**src/sv/ufdb_pkg.sv**
```systemverilog
package ufdb_pkg;

  // Receive buffer depth default and fixed field widths.
  localparam int RxDepthDefault = 32;
  localparam int WposW          = 6;
  localparam int HeadLen        = 5;
  localparam int RunW           = 3;

  // Frame recognition constants.
  localparam logic [7:0]      FramePassLen = 8'd24;
  localparam logic [7:0]      PassMark     = 8'h52;
  localparam logic [7:0]      TypeTouch    = 8'h65;
  localparam logic [7:0]      TypePage     = 8'h66;
  localparam logic [7:0]      TypeData     = 8'h71;
  localparam logic [7:0]      TypeReady    = 8'h88;
  localparam logic [RunW-1:0] RunMax       = 3'd7;

  // Configuration register indexes.
  localparam logic [1:0] CfgEndByte     = 2'd0;
  localparam logic [1:0] CfgEndRunLen   = 2'd1;
  localparam logic [1:0] CfgWdogReload  = 2'd2;
  localparam logic [1:0] CfgDataEnable  = 2'd3;

  typedef enum logic [1:0] {
    ModeDisplay = 2'd0,
    ModeService = 2'd1,
    ModeTick    = 2'd2
  } mode_e;

  typedef enum logic [2:0] {
    KindFwdService  = 3'd0,
    KindFwdDisplay  = 3'd1,
    KindTouch       = 3'd2,
    KindPage        = 3'd3,
    KindData        = 3'd4,
    KindReady       = 3'd5,
    KindPassthrough = 3'd6
  } kind_e;

  typedef enum logic [1:0] {
    OwnerFree    = 2'd0,
    OwnerDisplay = 2'd1,
    OwnerService = 2'd2
  } owner_e;

  typedef struct packed {
    logic [7:0]      end_byte;
    logic [RunW-1:0] end_run_length;
    logic [7:0]      watchdog_reload;
    logic            data_report_enable;
  } cfg_t;

  typedef struct packed {
    kind_e       kind;
    logic [7:0]  out_byte;
    logic [7:0]  key_status;
    logic [31:0] data_word;
  } result_t;

  typedef struct packed {
    logic   passthrough;
    owner_e owner;
  } status_t;

endpackage

```
**src/sv/ufdb_cfg_regs.sv**
```systemverilog
module ufdb_cfg_regs
  import ufdb_pkg::*;
(
  input  logic       clk_i,
  input  logic       rst_ni,
  input  logic       cfg_we_i,
  input  logic [1:0] cfg_idx_i,
  input  logic [7:0] cfg_wdata_i,
  output cfg_t       cfg_o
);

  cfg_t cfg_q, cfg_d;

  always_comb begin
    cfg_d = cfg_q;
    if (cfg_we_i) begin
      case (cfg_idx_i)
        CfgEndByte:    cfg_d.end_byte           = cfg_wdata_i;
        CfgEndRunLen:  cfg_d.end_run_length     = cfg_wdata_i[RunW-1:0];
        CfgWdogReload: cfg_d.watchdog_reload    = cfg_wdata_i;
        CfgDataEnable: cfg_d.data_report_enable = cfg_wdata_i[0];
        default:       cfg_d = cfg_q;
      endcase
    end
  end

  always_ff @(posedge clk_i or negedge rst_ni) begin
    if (!rst_ni) begin
      cfg_q.end_byte           <= 8'hFF;
      cfg_q.end_run_length     <= 3'd3;
      cfg_q.watchdog_reload    <= 8'd8;
      cfg_q.data_report_enable <= 1'b1;
    end else begin
      cfg_q <= cfg_d;
    end
  end

  assign cfg_o = cfg_q;

endmodule

```
**src/sv/ufdb_core.sv**
```systemverilog
module ufdb_core
  import ufdb_pkg::*;
#(
  parameter int RX_DEPTH = RxDepthDefault
) (
  input  logic       clk_i,
  input  logic       rst_ni,
  input  logic       fire_i,
  input  logic [1:0] mode_i,
  input  logic [7:0] rx_byte_i,
  input  cfg_t       cfg_i,
  output logic       res_valid_o,
  output result_t    res_o,
  output status_t    status_o
);

  logic                 pass_q, pass_d;
  owner_e               owner_q, owner_d;
  logic [WposW-1:0]     wpos_q, wpos_d;
  logic [RunW-1:0]      run_q, run_d;
  logic [7:0]           wdog_q, wdog_d;
  logic [HeadLen-1:0][7:0] head_q, head_d;

  logic                 take;
  logic [WposW-1:0]     wp_base;
  logic [WposW-1:0]     wp_next;
  logic                 wp_room;
  logic [RunW-1:0]      run_len;
  logic [RunW-1:0]      run_new;
  logic                 close;
  logic [7:0]           frame_size;

  always_comb begin
    pass_d      = pass_q;
    owner_d     = owner_q;
    wpos_d      = wpos_q;
    run_d       = run_q;
    wdog_d      = wdog_q;
    head_d      = head_q;
    take        = 1'b0;
    wp_base     = wpos_q;
    wp_next     = wpos_q;
    wp_room     = 1'b0;
    run_new     = run_q;
    close       = 1'b0;
    frame_size  = '0;
    res_valid_o = 1'b0;
    res_o       = '{kind: KindFwdService, out_byte: 8'd0, key_status: 8'd0,
                    data_word: 32'd0};
    run_len     = (cfg_i.end_run_length == '0) ? RunW'(1) : cfg_i.end_run_length;

    case (mode_i)
      ModeTick: begin
        if (pass_q) begin
          if (wdog_q == 8'd0) begin
            pass_d = 1'b0;
          end else begin
            wdog_d = wdog_q - 8'd1;
          end
        end
      end
      ModeDisplay: begin
        if (pass_q) begin
          res_valid_o    = 1'b1;
          res_o.kind     = KindFwdService;
          res_o.out_byte = rx_byte_i;
        end else if (owner_q != OwnerService) begin
          owner_d = OwnerDisplay;
          take    = 1'b1;
        end
      end
      ModeService: begin
        if (pass_q) begin
          wdog_d         = cfg_i.watchdog_reload;
          res_valid_o    = 1'b1;
          res_o.kind     = KindFwdDisplay;
          res_o.out_byte = rx_byte_i;
        end else begin
          // A takeover by the service port restarts the buffer.
          if (owner_q != OwnerService) begin
            owner_d = OwnerService;
            wp_base = '0;
          end
          take = 1'b1;
        end
      end
      default: ;
    endcase

    if (take) begin
      wp_room = (wp_base < WposW'(RX_DEPTH));
      wp_next = wp_room ? wp_base + WposW'(1) : wp_base;
      for (int i = 0; i < HeadLen; i++) begin
        if (wp_room && wp_base == WposW'(i)) begin
          head_d[i] = rx_byte_i;
        end
      end
      wpos_d = wp_next;

      if (rx_byte_i == cfg_i.end_byte) begin
        run_new = (run_q == RunMax) ? RunMax : run_q + RunW'(1);
      end else begin
        run_new = '0;
      end
      run_d = run_new;

      // A frame closes only on the byte that brings the run up to length.
      close = (run_new != run_q) && (run_new == run_len);
      if (close) begin
        owner_d    = OwnerFree;
        wpos_d     = '0;
        frame_size = {{(8-WposW){1'b0}}, wp_next} - {{(8-RunW){1'b0}}, run_len};
        if (frame_size == FramePassLen && head_d[1] == PassMark) begin
          pass_d      = 1'b1;
          wdog_d      = cfg_i.watchdog_reload;
          res_valid_o = 1'b1;
          res_o.kind  = KindPassthrough;
        end else begin
          case (head_d[0])
            TypeTouch: begin
              res_valid_o      = 1'b1;
              res_o.kind       = KindTouch;
              res_o.out_byte   = head_d[2];
              res_o.key_status = head_d[3];
            end
            TypePage: begin
              res_valid_o    = 1'b1;
              res_o.kind     = KindPage;
              res_o.out_byte = head_d[1];
            end
            TypeData: begin
              if (cfg_i.data_report_enable) begin
                res_valid_o     = 1'b1;
                res_o.kind      = KindData;
                res_o.data_word = {head_d[4], head_d[3], head_d[2], head_d[1]};
              end
            end
            TypeReady: begin
              res_valid_o     = 1'b1;
              res_o.kind      = KindReady;
              res_o.data_word = {16'd0, head_d[2], head_d[1]};
            end
            default: ;
          endcase
        end
      end
    end
  end

  always_ff @(posedge clk_i or negedge rst_ni) begin
    if (!rst_ni) begin
      pass_q  <= 1'b0;
      owner_q <= OwnerFree;
      wpos_q  <= '0;
      run_q   <= '0;
      wdog_q  <= '0;
      head_q  <= '0;
    end else if (fire_i) begin
      pass_q  <= pass_d;
      owner_q <= owner_d;
      wpos_q  <= wpos_d;
      run_q   <= run_d;
      wdog_q  <= wdog_d;
      head_q  <= head_d;
    end
  end

  assign status_o = '{passthrough: pass_q, owner: owner_q};

endmodule

```
**src/sv/uart_frame_deframer_bridge.sv**
```systemverilog
// Serial frame receiver and passthrough bridge. Each transaction on the input
// channel is a display byte, a service byte or a watchdog tick; each produces
// at most one result transaction (forwarded byte, touch, page id, data, ready
// or passthrough entered). The block accepts one transaction per clock cycle
// while in_stall_o is low. An accepted input is held in the input register,
// and its result is captured in the result register, which drives the
// outputs. All frame and state logic sits in the single stage between the
// two registers. A held result stalls the input only once the input register
// is also full.
// Configuration registers are written through cfg_we_i, cfg_idx_i and
// cfg_wdata_i and should be changed only while the block is idle.
module uart_frame_deframer_bridge
  import ufdb_pkg::*;
#(
  parameter int RX_DEPTH = RxDepthDefault
) (
  input  logic        clk_i,
  input  logic        rst_ni,
  input  logic        cfg_we_i,
  input  logic [1:0]  cfg_idx_i,
  input  logic [7:0]  cfg_wdata_i,
  input  logic        in_valid_i,
  output logic        in_stall_o,
  input  logic [1:0]  mode_i,
  input  logic [7:0]  rx_byte_i,
  output logic        out_valid_o,
  input  logic        out_stall_i,
  output logic [2:0]  kind_o,
  output logic [7:0]  out_byte_o,
  output logic [7:0]  key_status_o,
  output logic [31:0] data_word_o
);

  cfg_t       cfg;
  logic       in_valid_q;
  logic [1:0] mode_q;
  logic [7:0] rx_byte_q;
  logic       advance;
  logic       fire;
  logic       res_valid;
  result_t    res;
  status_t    status;
  logic       out_valid_q;
  result_t    out_q;

  ufdb_cfg_regs u_cfg (
    .clk_i       (clk_i),
    .rst_ni      (rst_ni),
    .cfg_we_i    (cfg_we_i),
    .cfg_idx_i   (cfg_idx_i),
    .cfg_wdata_i (cfg_wdata_i),
    .cfg_o       (cfg)
  );

  assign advance    = !out_valid_q || !out_stall_i;
  assign fire       = in_valid_q && advance;
  assign in_stall_o = in_valid_q && !advance;

  always_ff @(posedge clk_i or negedge rst_ni) begin
    if (!rst_ni) begin
      in_valid_q <= 1'b0;
    end else if (!in_stall_o) begin
      in_valid_q <= in_valid_i;
    end
  end

  always_ff @(posedge clk_i) begin
    if (in_valid_i && !in_stall_o) begin
      mode_q    <= mode_i;
      rx_byte_q <= rx_byte_i;
    end
  end

  ufdb_core #(
    .RX_DEPTH (RX_DEPTH)
  ) u_core (
    .clk_i       (clk_i),
    .rst_ni      (rst_ni),
    .fire_i      (fire),
    .mode_i      (mode_q),
    .rx_byte_i   (rx_byte_q),
    .cfg_i       (cfg),
    .res_valid_o (res_valid),
    .res_o       (res),
    .status_o    (status)
  );

  always_ff @(posedge clk_i or negedge rst_ni) begin
    if (!rst_ni) begin
      out_valid_q <= 1'b0;
    end else if (advance) begin
      out_valid_q <= fire && res_valid;
    end
  end

  always_ff @(posedge clk_i) begin
    if (fire && res_valid) begin
      out_q <= res;
    end
  end

  assign out_valid_o  = out_valid_q;
  assign kind_o       = out_q.kind;
  assign out_byte_o   = out_q.out_byte;
  assign key_status_o = out_q.key_status;
  assign data_word_o  = out_q.data_word;

`ifndef SYNTHESIS
  // The buffer is always released before passthrough starts.
  a_pass_owner_free : assert property (@(posedge clk_i) disable iff (!rst_ni)
    status.passthrough |-> status.owner == OwnerFree)
    else $error("buffer owned while in passthrough");

  // A passthrough entered report must leave the block in passthrough.
  a_pass_entered : assert property (@(posedge clk_i) disable iff (!rst_ni)
    (fire && res_valid && res.kind == KindPassthrough) |=> status.passthrough)
    else $error("passthrough report without passthrough state");

  // Bytes are forwarded only while in passthrough.
  a_fwd_in_pass : assert property (@(posedge clk_i) disable iff (!rst_ni)
    (fire && res_valid && (res.kind == KindFwdService || res.kind == KindFwdDisplay))
      |-> status.passthrough)
    else $error("byte forwarded outside passthrough");
`endif

endmodule

```
**config.mk**
```make
export PLATFORM = sky130hd
export DESIGN_NAME = uart_frame_deframer_bridge
export DESIGN_NICKNAME = d
export VERILOG_FILES = /design/src/sv/ufdb_pkg.sv /design/src/sv/ufdb_cfg_regs.sv /design/src/sv/ufdb_core.sv /design/src/sv/uart_frame_deframer_bridge.sv
export SDC_FILE = /design/constraint.sdc
export NUM_CORES = 1
export LEC_CHECK = 0
export ABC_AREA = 1
export BUFFER_PORTS_ARGS = -buffer_cell sky130_fd_sc_hd__buf_2
export CAP_MARGIN = 20
export CORE_ASPECT_RATIO = 1.2
export CORE_MARGIN = 2
export CORE_UTILIZATION = 40
export CTS_CLUSTER_SIZE = 10
export DETAILED_ROUTE_END_ITERATION = 7
export GPL_TIMING_DRIVEN = 0
export PLACE_DENSITY = 0.56
export SYNTH_ARGS = -nofsm -noshare
export SYNTH_HDL_FRONTEND = slang
export SYNTH_SLANG_ARGS = --single-unit
```
**constraint.sdc**
```tcl
create_clock -name clk_i -period 4.69 [get_ports clk_i]
set_input_delay 0.469 -clock clk_i [delete_from_list [all_inputs] [get_ports clk_i]]
set_output_delay 0.469 -clock clk_i [all_outputs]
set_load 0.1 [all_outputs]
```
==> results of run 1 <==
## area by class of cell
| cell class | instances | share of cell area (%) |
|---|---|---|
| Tap cell | 252 | 3.54 |
| Buffer | 33 | 2.18 |
| Clock buffer | 17 | 4.78 |
| Inverter | 90 | 3.85 |
| Multi-Input combinational cell | 614 | 34.4 |
| Clock inverter | 15 | 1.94 |
| Timing Repair Buffer | 83 | 5.45 |
| Sequential cell | 143 | 43.8 |
## worst min path at each step
| stage | endpoint | slack (ns) | cells after the start |
|---|---|---|---|
| finish | mode_q[0] | 0.21 | 1 |
| global route | mode_q[1] | 0.20 | 1 |
| CTS | mode_q[1] | 0.20 | 1 |
| detailed placement | u_cfg.cfg_o[3] | 0.40 | 1 |
| global placement | u_core.head_q[22] | 0.46 | 2 |
| floorplan | in_valid_q | 0.17 | 0 |
## layout by cell type (no fill, tap or decap), types with 3 or more instances in the layout
cell         n
nand2_1    256
o21ai_0     85
inv_1       83
buf_2       81
nor2_1      76
dfrtp_1     70
edfxtp_1    61
nand3_1     55
a21oi_1     20
clkbuf_1    19
clkbuf_16   18
o21ai_1     17
ha_1        12
dfstp_2     12
nor3_1      10
o22ai_1     10
nor3_2       9
buf_6        8
nand4_1      8
nand3b_1     8
inv_6        7
inv_2        5
nor2_4       5
xor2_1       5
o21ai_2      5
nand2_2      4
buf_4        4
o21bai_1     3
xnor2_1      3
or2_2        3
o21ai_4      3
nand3_4      3
mux2i_1      3
## sequential cells by signal, indices dropped and copies added, names as in the netlist
signal	cells
mode_q	2
out_valid_o	1
data_word_o	32
u_cfg.cfg_o	20
kind_o	3
out_byte_o	8
u_core.wpos_q	6
rx_byte_q	8
u_core.run_q	3
u_core.pass_q	1
in_valid_q	1
u_core.head_q	40
u_core.owner_q	2
u_core.wdog_q	8
key_status_o	8
## metrics by stage
step / power [µW] / hold slack (ns) / utilization (%)
final: 5400 / 0.215 / 48.6
after global routing: 5790 / 0.195 / 48.6
after CTS: 5430 / 0.197 / 48.4
after detailed placement: 4020 / 0.401 / 45.1
after global placement: 3990 / 0.464 / 44.8
after floorplan: 3530 / 0.173 / -
## what timing repair did
action | CTS | global route
endpoints found under the hold margin | 15 | 0
resized for setup | 0 | 2
setup endpoints to repair | 0 | 47
hold buffers | 1 | 0
setup buffers | 0 | 2
## kinds of logic after synthesis
group	count (synthesis)
AND/OR/NAND/NOR	442
AO/OA/AOI/OAI	149
flip-flops	143
buffers and inverters	123
adder cells (fa/ha/maj)	12
XOR/XNOR	8
multiplexers	3
## per-layer routing
| metal | track usage [%] | wire [µm] |
|---|---|---|
| met3 | 3.20 | 871 |
| met2 | 34.9 | 9730 |
| met5 | 0 | 0 |
| met4 | 8.07 | 408 |
| met1 | 26.5 | 8510 |
## where the power goes
part / leakage, µW / switching, µW / total (µW) / internal, µW
combinational: 0.00214 / 1520 / 2150 / 634
clock: 0.000290 / 584 / 1390 / 801
sequential: 0.00160 / 222 / 1870 / 1640
total: 0.00403 / 2330 / 5400 / 3080
## critical path: cells and delay by family (launching register included)
family | cells | cell delay [ns]
AND/OR/NAND/NOR | 15 | 1.55
buffers and inverters | 8 | 1.03
adder cells (fa/ha/maj) | 3 | 0.66
flip-flops | 1 | 0.40
XOR/XNOR | 1 | 0.23
AO/OA/AOI/OAI | 1 | 0.07
==> impl_metrics.toml, run 1 <==
[critical_path]
crit_path_top_delay_cell = "edfxtp_1"
cpMostUsedCell = "nand2_1"
r2r_end = "data_word_o[27]"
endpoint_kind = "flop"
rrSetupSlack_ns = 0.44
crit_type = "reg2reg"
cp.arrival_ns = 4.39
start_kind = "flop"
cp_slowest_stage_delay_ns = 0.40
worst_r2r_startpoint = "mode_q[1]"
r2r_cells = 28
startpoint = "mode_q[1]"
crit_path_max_fanout = 23
crit_path_end = "data_word_o[27]"
crit_required_ns = 4.83

[global_route]
grt-ovfl-total = 0
grt_pass1_vias = 5953
antenna_found_initial = 0
grt_usage_pct = 20.6
grt_pass1_wl_um = 31300
grt_max_degree = 61

[timing]
slew_viol_final = 0
rsz0062_at_grt = "no"
max_freq_mhz = 236
finalSetupViolations = 0
slew_headroom_pct = 51.4
post-route-period-util_pct = 90.5
tns_ns = 0
skew_ns = 0.00617
worstMarginPinSlew_ns = 0.726
fin_ws_ns = 0.444
finalCriticalPeriod_ns = 4.25
finalHoldViolCount = 0

[synthesis]
yosys-top-cells-count = "nand2_1 (256), o21ai_0 (86), inv_1 (84), nor2_1 (76), dfrtp_1 (70)"
synthCells = 880
synth_compound_area_share_pct = 11.2
synthMostInstantiatedCell = "nand2_1"
async_reset_ff_share_pct = 57.3
yosys.area_share.adder_pct = 2.00
syn-cell-area_um2 = 7500
synth_top_family_by_area = "simple AND/OR/NAND/NOR gates"
muxShareOfSynthArea_pct = 0.400
yosys.area_share.simple_pct = 26.4
synth_xor_area_share_pct = 0.934
synth_area_leader_cell = "edfxtp_1"
synth.yosys.seq_area_share_pct = 52.0
syn_nets = 917
ys.warnings.count = 0
syn_avg_cell_area_um2 = 8.52
synth_cell_types = 40
synth_seq_cells = 143
synth_enable_flop_cells = 61
synthTopCellsByArea = "edfxtp_1 (24%), dfrtp_1 (23%), nand2_1 (13%)"
yosys_most_used_dff = "dfrtp_1"
yosysTopAreaCellShare_pct = 24.4

[placed_design]
dpl-instance-area_um2 = 8250
port_buffers = 77
hpwl_um = 14100
gp_congestion = 0.896
post-place-ws_ns = 0.238
placed_cells = 1211

[clock_tree]
tritoncts = "yes"
cts_buffer_depth = 2
insertion_delay_ns = 0.43
clkTransAtPathRegs_ns = 0.06
htreeDepth = 4
cts_sinks = 143
root_buffer = "clkbuf_16"
cts_made_buffers = 17

[worst_hold_path]
hold_class = "in2reg"
hold_start = "mode_i[0]"

[route]
drc = 0
dr.pass1.iters = 5
num_vias = 6206
wirelength_um = 19500
vias_per_cell = 4.98
ant_nets = 0
drt_iter0_drc = 399
wire_per_inst_um = 15.7

[flow_run]
cap_viol_max_count = 0

[power_and_ir_drop]
p_per_area_nw_per_um2 = 607
cellLeakagePower_uw = 0.00403
vdd.ir_drop.worst_mv = 0.257

[floorplan]
die_y_um = 154
core_area_um2 = 18300
chipWidth_um = 129
fp.dieArea_um2 = 19900
start_util_pct = 41.0
core.rowCount = 54
io_pins = 78

[cells_and_area]
design_area_um2 = 8900
final_cells = 1247
multiInputGateArea_um2 = 3070
fin_nets = 1019
drive_gt1_share_pct = 18.5
nFillCells = 1834
seq_area_um2 = 3900
antennaDiodeCount = 0
area_delta_synth_final_pct = 18.7

[status]
status = "complete, no violations"
No activity file was read; power rests on OpenSTA's default activity.
==> inputs of run 2 (changes only) <==
CELL_PAD_IN_SITES_DETAIL_PLACEMENT = 1   (was unset)
CELL_PAD_IN_SITES_GLOBAL_PLACEMENT = 2   (was unset)
CORE_MARGIN = unset   (was 2)
CORE_UTILIZATION = 36   (was 40)
PLACE_DENSITY = 0.76   (was 0.56)
clock period = 4.55 ns   (was 4.69 ns; I/O delays follow)
==> run 2 against run 1 <==
The run now ends with hold timing left. Count of clock-buffer cells in the layout increased by 1. Global-route usage is 1.2 points higher. Fmax grew 1.3%. Combinational power up 9%. Die area up 7.8%. Hold slack got worse by 0.22 ns. Final cell count up 1.4%. Non-clock buffer count up 4. Utilization down 4.2 points. Critical path type unchanged. Critical endpoint is now out_byte_o[2]. Largest cell class unchanged. Highest routed layer unchanged.
==> impl_metrics.toml, run 2 (synthesized netlist as in run 1, its figures left out) <==
[cells_and_area]
regMostFlops = "u_core.head_q"
multiInputGateArea_um2 = 3080
area_delta_synth_final_pct = 20.3
fin_nets = 1023
final_common_cell = "nand2_1"
layout_common_cells = "nand2_1 (255), o21ai_0 (85), inv_1 (83)"
seq_area_um2 = 3900
antennaDiodeCount = 0
nFillCells = 2452
drive_gt1_share_pct = 19.1
final_cells = 1264
largest_reg_flops = 40

[critical_path]
crit_path_max_fanout = 12
crit_path_top_delay_cell = "edfxtp_1"
cp_slowest_stage_delay_ns = 0.40
r2r_cells = 28
crit_required_ns = 4.68
crit_type = "reg2reg"
start_kind = "flop"
cp.arrival_ns = 4.32
cp.depth = 28
cpMostUsedCell = "nand2_1"
endpoint_kind = "flop"
path_buf_inv = 8
crit_family = "simple AND/OR/NAND/NOR gates"

[clock_tree]
cts_buffer_depth = 2
root_buffer = "clkbuf_16"
cts_sinks = 143
tritoncts = "yes"
cts_made_buffers = 17
htreeDepth = 4
insertion_delay_ns = 0.43
clkTransAtPathRegs_ns = 0.06
cts_hold_buf = 0

[floorplan]
io_pins = 78
fp.dieArea_um2 = 21400
core_area_um2 = 20300
core.rowCount = 57
start_util_pct = 36.9
die_y_um = 160
chipWidth_um = 134

[global_route]
grt-ovfl-total = 0
antenna_found_initial = 0
grt_usage_pct = 21.9
grt_pass1_vias = 6385
grt_pass1_wl_um = 35500
grt_max_degree = 51

[route]
wl_met1_um = 10000
dr.pass1.iters = 4
routed-wl-met2_um = 11900
met3_length_um = 497
wire_per_inst_um = 18.0
ant_nets = 0
drt_iter0_drc = 271
num_vias = 6324
drc = 0
vias_per_cell = 5.00
highest_layer = "met4"
wirelength_um = 22800

[timing]
skew_ns = 0.0117
finalSetupViolations = 0
finalHoldViolCount = 2
slew_headroom_pct = 52.0
worstMarginPinSlew_ns = 0.719
tns_ns = 0
fin_ws_ns = 0.359
hold-worst-slack_ns = -0.00479
max_freq_mhz = 239
rsz0062_at_grt = "no"
finalCriticalPeriod_ns = 4.19
slew_viol_final = 0
post-route-period-util_pct = 92.1

[power_and_ir_drop]
p_per_area_nw_per_um2 = 642
cellLeakagePower_uw = 0.00407
finalPower_uw = 5790
vdd.ir_drop.worst_mv = 0.272

[worst_hold_path]
hold_class = "in2async"

[placed_design]
post-place-ws_ns = -0.00594
port_buffers = 77
gp_congestion = 0.795
hpwl_um = 16300
placed_cells = 1224

[flow_run]
cap_viol_max_count = 0

[status]
violations = "hold timing"
status = "complete, but fails checks"
## run 2: cell count changes in the layout (fill, tap and decap cells not counted), sizes merged
cell / delta
dlygate4sd3: -1
clkbuf: +2
buf: +4
bufinv: +2
clkinvlp: +2
inv: -5
## run 2: routing by layer
metal | vias to the layer above | track usage, %
met5 | - | 0
met4 | 0 | 6.35
met3 | 22 | 2.60
met2 | 108 | 38.4
met1 | 3098 | 27.9
li1 | 3096 | -
## run 2: repair_timing
item | CTS | global route
buffers inserted | 0 | 5
pin swaps | 0 | 4
gates resized for setup | 1 | 6
endpoints found under the setup margin | 48 | 48
cloned | 0 | 3
## run 2: where the power goes
part | leakage (µW) | internal [µW] | switching, µW
Combinational | 0.00217 | 676 | 1670
Clock | 0.000296 | 930 | 594
Sequential | 0.00160 | 1690 | 232
Total | 0.00407 | 3300 | 2490
## run 2: worst paths after layout
path / start / end / slack [ns]
worst min-delay path: rst_ni / u_core.wdog_q[2] / -0.005
min in group clk_i: mode_i[0] / mode_q[0] / 0.21
max in group asynchronous: rst_ni / u_cfg.cfg_o[14] / 3.86
worst max register to register: mode_q[1] / out_byte_o[2] / 0.36
worst min register to register: u_core.head_q[18] / u_core.head_q[18] / 0.48
worst max-delay path: mode_q[1] / out_byte_o[2] / 0.36
## run 2: through the flow
| stage | instance area [µm²] | hold WS (ns) | utilization [%] |
|---|---|---|---|
| 5_1_grt | 9020 | 0.0187 | 44.4 |
| 4_1_cts | 8900 | 0.0107 | 43.8 |
| 2_1_floorplan | 7500 | 0.159 | - |
| 3_5_place_dp | 8270 | 0.463 | 40.7 |
| 6_report | 9020 | -0.00479 | 44.4 |
| 3_3_place_gp | 8220 | 0.463 | 40.4 |
## run 2: area by class of cell
type | count | share of cell area, %
buffer | 33 | 2.19
clock inverter | 14 | 2.27
multi-input combinational | 614 | 34.1
timing repair buffer | 87 | 5.92
inverter | 90 | 3.83
tap | 265 | 3.68
clock buffer | 18 | 4.76
sequential | 143 | 43.2
